## src/hw/rtl/tlch_pkg.sv

```systemverilog
package tlch_pkg;

   localparam int LAG_DEPTH      = 16;
   localparam int INPUT_COUNT    = 24;
   localparam int BUNCH_BINS     = 3564;
   localparam int BIN_W          = 12;
   localparam int DIST_W         = 21;
   localparam int INPUT_SHIFT    = 8;
   localparam int TRIG_OFFSET    = 7;
   localparam int TRIG_MAX       = 24;

   localparam logic [2:0] KIND_WORD      = 3'd0;
   localparam logic [2:0] KIND_READ_LAG  = 3'd1;
   localparam logic [2:0] KIND_READ_BIN  = 3'd2;
   localparam logic [2:0] KIND_NEW_SNAP  = 3'd3;
   localparam logic [2:0] KIND_CLEAR     = 3'd4;

   localparam logic CSR_TRIGGER_CHANNEL = 1'b0;
   localparam logic CSR_BUNCH_BIAS      = 1'b1;

   typedef enum logic [2:0] {
      ST_CLEAR,
      ST_IDLE,
      ST_BUMP,
      ST_READ
   } state_type;

   // Control broadcast to every lag cell.
   typedef struct packed {
      logic       snap_clear;
      logic       hist_clear;
      logic       shift;
      logic       trigger;
      logic [4:0] rd_channel;
   } lag_ctl_type;

endpackage

```

## src/hw/rtl/tlch_lag_cell.sv

```systemverilog
module tlch_lag_cell (
   input  logic                 clock,
   input  logic                 reset,
   input  tlch_pkg::lag_ctl_type ctl,
   input  logic [23:0]          word_in,
   input  logic                 valid_in,
   output logic [23:0]          word_out,
   output logic                 valid_out,
   output logic [31:0]          rd_value
);

   logic [23:0] word_ff;
   logic        valid_ff;
   logic [31:0] count_ff [tlch_pkg::INPUT_COUNT];
   logic [31:0] count_in [tlch_pkg::INPUT_COUNT];

   // Each cell holds the inputs of the word one position older than its
   // neighbor, and counts its own lag row when the trigger fires.
   always_comb begin
      for (int c = 0; c < tlch_pkg::INPUT_COUNT; c++) begin
         count_in[c] = count_ff[c];
         if (ctl.shift && ctl.trigger && valid_in && word_in[c] &&
             count_ff[c] != 32'hFFFF_FFFF) begin
            count_in[c] = count_ff[c] + 32'd1;
         end
      end
   end

   always_ff @(posedge clock) begin
      if (reset || ctl.hist_clear) begin
         for (int c = 0; c < tlch_pkg::INPUT_COUNT; c++) begin
            count_ff[c] <= '0;
         end
      end else begin
         for (int c = 0; c < tlch_pkg::INPUT_COUNT; c++) begin
            count_ff[c] <= count_in[c];
         end
      end
   end

   always_ff @(posedge clock) begin
      if (reset || ctl.snap_clear) begin
         word_ff  <= '0;
         valid_ff <= 1'b0;
      end else if (ctl.shift) begin
         word_ff  <= word_in;
         valid_ff <= valid_in;
      end
   end

   assign word_out  = word_ff;
   assign valid_out = valid_ff;
   assign rd_value  = (ctl.rd_channel < 5'(tlch_pkg::INPUT_COUNT)) ?
                      count_ff[ctl.rd_channel] : 32'd0;

endmodule

```

## config.mk

```make
export PLATFORM = sky130hd
export DESIGN_NAME = tlch_lag_cell
export DESIGN_NICKNAME = d
export VERILOG_FILES = /design/src/hw/rtl/tlch_pkg.sv /design/src/hw/rtl/tlch_lag_cell.sv
export SDC_FILE = /design/constraint.sdc
export NUM_CORES = 2
export LEC_CHECK = 0
export BUFFER_PORTS_ARGS = -buffer_cell sky130_fd_sc_hd__buf_4
export CAP_MARGIN = 30
export CORE_MARGIN = 5
export CORE_UTILIZATION = 40
export CTS_CLUSTER_SIZE = 28
export DETAILED_ROUTE_END_ITERATION = 7
export PLACE_DENSITY_LB_ADDON = 0.15
export RECOVER_POWER = 50
export SLEW_MARGIN = 20
export SYNTH_ARGS = -nofsm -noshare
export SYNTH_HDL_FRONTEND = slang
export SYNTH_SLANG_ARGS = --single-unit
```

## constraint.sdc

```tcl
create_clock -name clock -period 3.1 [get_ports clock]
set_clock_uncertainty 0.15 [all_clocks]
set_input_delay 0.62 -clock clock [delete_from_list [all_inputs] [get_ports clock]]
set_output_delay 0.62 -clock clock [all_outputs]
set_load 0.02 [all_outputs]
```

## Yosys cells after proc, flatten, opt, wreduce, memory -nomap -nowiden

Memory sizes are Yosys's and may differ from the RTL's.
Cells that the tools add are included.

- Output and inout bits: 57
- Memories kept: 1
- Input port bits: 36
- Memory bits (writable): 768
- Register bits: 25
- Logic and storage cells: 180

Memory list:

| memory | depth | bits a word | read ports | clocked after memory_dff | wr ports | line | source |
|---|---|---|---|---|---|---|---|
| count_ff | 24 | 32 | 25 | 0 | 24 | tlch_lag_cell.sv:14 | `logic [31:0] count_ff [tlch_pkg::INPUT_COUNT];` |

- Equal/unequal tests: 24
- Reductions and logical operators: 52
- Order comparisons: 1
- Muxes and demuxes: 52
- Add/subtract/negate cells: 24
- Bitwise logic cells: 24

Operators with widths:

| cell | number |
|---|---|
| 32-bit two-way mux | 49 |
| 32-bit by 1-bit adder with 32-bit output (second input constant) | 24 |
| 32-bit inequality test (second input constant) | 24 |
| 1-bit logical AND | 50 |
| 1-bit bitwise OR | 24 |
| 5-bit < comparator (second input constant) | 1 |
| 1-bit two-way mux | 3 |
| 1-bit logical OR | 2 |

## Logic depth before layout (Yosys ltp)

- Depth after elaboration: 6
- Gate-level depth with buffers: 9

## Least setup slack after synthesis

Ideal clock, no wire load.

- Kind: input port to output port
- From: input port ctl[0] (netlist name)
- To: output port rd_value[8]
- Slack: -0.044 ns
- Cell stages on the path: 6
- Data arrival time: 2.374 ns
- Buffers on the path: 2
- Cells stage by stage: clkbuf_1 > clkbuf_1 > mux4_2 > mux2_2 > nand2_1 > o221ai_1

- Cells in the longest elaborated chain, start to end: 2
- Elaborated cells between the ends (all ways): 3

RTL lines:

| item | line | source |
|---|---|---|
| start: declaration | tlch_lag_cell.sv:4 | `input tlch_pkg::lag_ctl_type ctl,` |
| memory read 24 x 32 bit or 5-bit < comparator (tied branches) | -- |  |
| 32-bit two-way mux (*) | tlch_lag_cell.sv:53 | `assign rd_value = (ctl.rd_channel < 5'(tlch_pkg::INPUT_COUNT)) ?` |
| end: declaration | tlch_lag_cell.sv:9 | `output logic [31:0] rd_value` |

Every way passes the cells marked *; elsewhere a longest branch is shown, timed or not.

## Worst setup path in the final report

- From: input port ctl[0] (netlist name)
- To: output port rd_value[19]

Same word-level chain as after synthesis.

==> impl_results.md <==
- Outcome: finished with violations
- Failing checks: negative setup slack
- CTS root buffer: clkbuf_16
- Hold Path Class: in2reg
- # hold bufs at CTS: 0
- Dpl cell area: 47,000 sq um
- Reg2Reg Depth: 8
- Max_cap viols: 0
- CP endpoint kind: primary output
- Mapped Nets: 4,891
- M1 WL: 71,700 um
- Pre-antenna DRT Iters: 6
- Cells after DPL: 6,375
- Cell Rows: 120
- Slew Viols, Final: 0
- Reg2Reg Setup Slack: 0.05 ns
- Ys async rst share: 0%
- IR Drop Worst-Case VDD: 392 uV
- Worst-skew pair later-pin latency: 0.67 ns
- Top FF cell, synth: dfxtp_1
- Core region area: 107,000 sq um
- Clock buffer depth: 3
- Syn Std Cell Area: 43,000 sq um
- Final Util: 48.0%
- WL/cell: 24.6 um
- TNS Setup: -2.20 ns
- Synthesized area per cell: 8.90 sq um
- PD cells: 442 nW/um^2
- HPWL after detailed placement: 125,000 um
- Tcrit/Tclk final: 104%
- Htree depth: 3
- Fmax: 311 MHz
- Grt ovf: 0
- Crit path DAT: 2.45 ns
- # clock sinks: 793
- First-pass GRT wire length: 236,000 um
- Vias/cell: 5.91
- Die area: 114,000 sq um
- HP Start: word_in[11]
- Slew HR: 24.7%
- Yosys reg bits: 793
- Vias in the first global route: 34,900
- Leak pwr: 16.5 nW
- Drt drc: 0
- Part of the Yosys area used for sequential elements: 36.9%
- Total number of vias: 38,900
- Metal2 WL: 66,400 um
- Highest routed layer: met4
- Routed WL: 162,000 um
- CTS clock-pin slew for the worst setup and hold paths: 0.06 ns
- Crit path kind: in2out
- Nets: 5,161
- Warnings, synthesis: 0
- Die W: 338 um
- Worst-path fanout max: 8
- Worst Setup SP: ctl[0]
- CP startpoint kind: input port
- RD Place Congestion: 1.00
- RR Endpoint: count_ff[23][3]
- Num CTS Buffers: 93
- Final Setup Violations: 30
- Metal3 WL: 16,600 um
- Fin worst setup slack: -0.120 ns
- Initial Utilization: 40.2%
- I/O Buffers: 92
- Die height: 338 um
- Total power: 22.7 mW
- P&R area growth vs syn: 19.3%
- RSZ-0062 raised after global routing: yes
- R2R Path Start: count_ff[23][1]
- Finished Cell Area: 51,300 sq um
- Cells after Synth: 4,829
- Hold depth: 3
- Total track usage: 27.5%
- Hold Path End: word_out[11]
- Min Tclk post-route: 3.22 ns
- Initial DRC count: 4,427
- CTS tree: built
- Worst Tran Pin Value: 1.13 ns
- Layout cells sized above 1: 17.2%
- Final hold violations: 0
- Antenna violations before repair: 10
- Worst endpoint required time: 2.33 ns
- Synth unique cells: 78
- Antenna violation net count after detailed routing: 0
- Largest net degree at the start of global routing: 71
- Fin cells: 6,580
- Number of enable flip-flop cells after synthesis: 0
- # IOs: 93
==> logic make-up after synthesis <==
kind of cell | count (synthesis) | share of synthesized area [%]
xor gates and xnor gates | 623 | 12.7
AOI/OAI and AO/OA | 346 | 5.03
and+or+nand+nor | 2437 | 28.8
DFF | 793 | 36.9
muxes | 320 | 13.1
buffers and inverters | 284 | 2.66
adders and majority gates | 26 | 0.757
==> final cells by class <==
cell class	count	area (sq um)
well taps	1403	1760
multi-input cells	3752	26700
repair buffers	392	3490
inverters	67	251
flip-flops and latches	793	16000
clock inverters	29	335
diodes	4	10.0
fillers	10300	55600
clock buffers	140	2820
==> worst max-delay path by stage <==
stage	end	slack [ns]	depth (start not counted)
after floorplan	rd_value[29]	-0.02	7
after CTS	rd_value[6]	-0.09	8
after detailed placement	rd_value[25]	-0.29	8
final	rd_value[19]	-0.12	9
after global placement	rd_value[6]	-0.34	7
after global routing	rd_value[16]	-0.14	9
==> synthesized netlist by cell type, types with 34 or more instances <==
cell type	count	area share [%]
nand2_1	348	3.0
or3_1	96	1.4
a21oi_1	110	1.3
buf_2	34	0.40
mux2i_1	96	2.2
dfxtp_1	793	37
clkbuf_1	163	1.4
and4_1	93	1.9
and3_1	114	1.7
nand4_1	316	4.6
xnor2_1	260	5.3
nor4_1	63	0.92
o21ai_0	105	1.2
mux4_2	192	10
and2_1	46	0.67
nor3_1	140	1.6
xor2_1	363	7.4
nand3_1	288	3.4
nor2_1	801	7.0
or4_1	34	0.59
inv_1	67	0.58
==> per-layer routing <==
layer | vias to the layer above | track usage, %
met1 | 18800 | 40.2
met5 | - | 0
met2 | 1760 | 39.4
met3 | 281 | 6.44
met4 | 0 | 10.6
li1 | 18100 | -
==> flip-flops by register name, indices dropped and copies added (netlist names) <==
signal	cells
word_out	24
valid_out	1
count_ff	768
==> cells in the final DEF (no fill, tap or decap), types with 17 or more instances in the layout <==
cell type and n:
mux2_4 17, or4_1 34, clkbuf_16 100, dfxtp_1 736
ha_1 26, a31oi_1 20, buf_12 28, nor2_1 800
buf_4 233, dfxtp_2 49, inv_1 67, o211ai_1 22
clkbuf_1 78, or3_1 96, and2_1 41, a21oi_1 110
and4_1 93, nor4_1 64, clkbuf_8 24, mux4_2 192
xnor2_1 260, nand4_1 317, o221ai_4 18, o21ai_0 105
and3_1 114, mux2i_1 73, buf_6 33, nand3_1 288
xor2_1 363, nor3_1 142, nand2_1 328, clkinv_2 17
==> power by group <==
group | total (mW) | internal [mW] | switching, mW | leakage, nW
registers | 10.2 | 10.2 | 0.0152 | 6.42
clock network | 11.4 | 6.83 | 4.56 | 1.56
logic | 1.05 | 0.406 | 0.645 | 8.52
total | 22.7 | 17.4 | 5.22 | 16.5
==> stage by stage <==
step | setup WS (ns) | hold slack, ns
after floorplan | -0.0197 | 0.308
after global placement | -0.341 | 0.325
after detailed placement | -0.286 | 0.332
after CTS | -0.0864 | 0.0299
after global routing | -0.138 | 0.0662
final | -0.120 | 0.0613
==> critical path: stages <==
cell and delay [ns]:
buf_16 0.14, buf_16 0.15, buf_12 0.14, mux4_2 0.56, mux2i_2 0.21, buf_4 0.18, o221ai_2 0.11, buf_6 0.19
buf_6 0.13
==> what timing repair did <==
| action | CTS | global route |
|---|---|---|
| pin swaps | 4 | 2 |
| endpoints found under the setup margin | 32 | 32 |
| resized for setup | 223 | 25 |
| buffers inserted | 19 | 7 |
| hold endpoints to repair | 0 | 0 |
| gates cloned | 6 | 3 |
No activity file was read; power rests on OpenSTA's default activity.
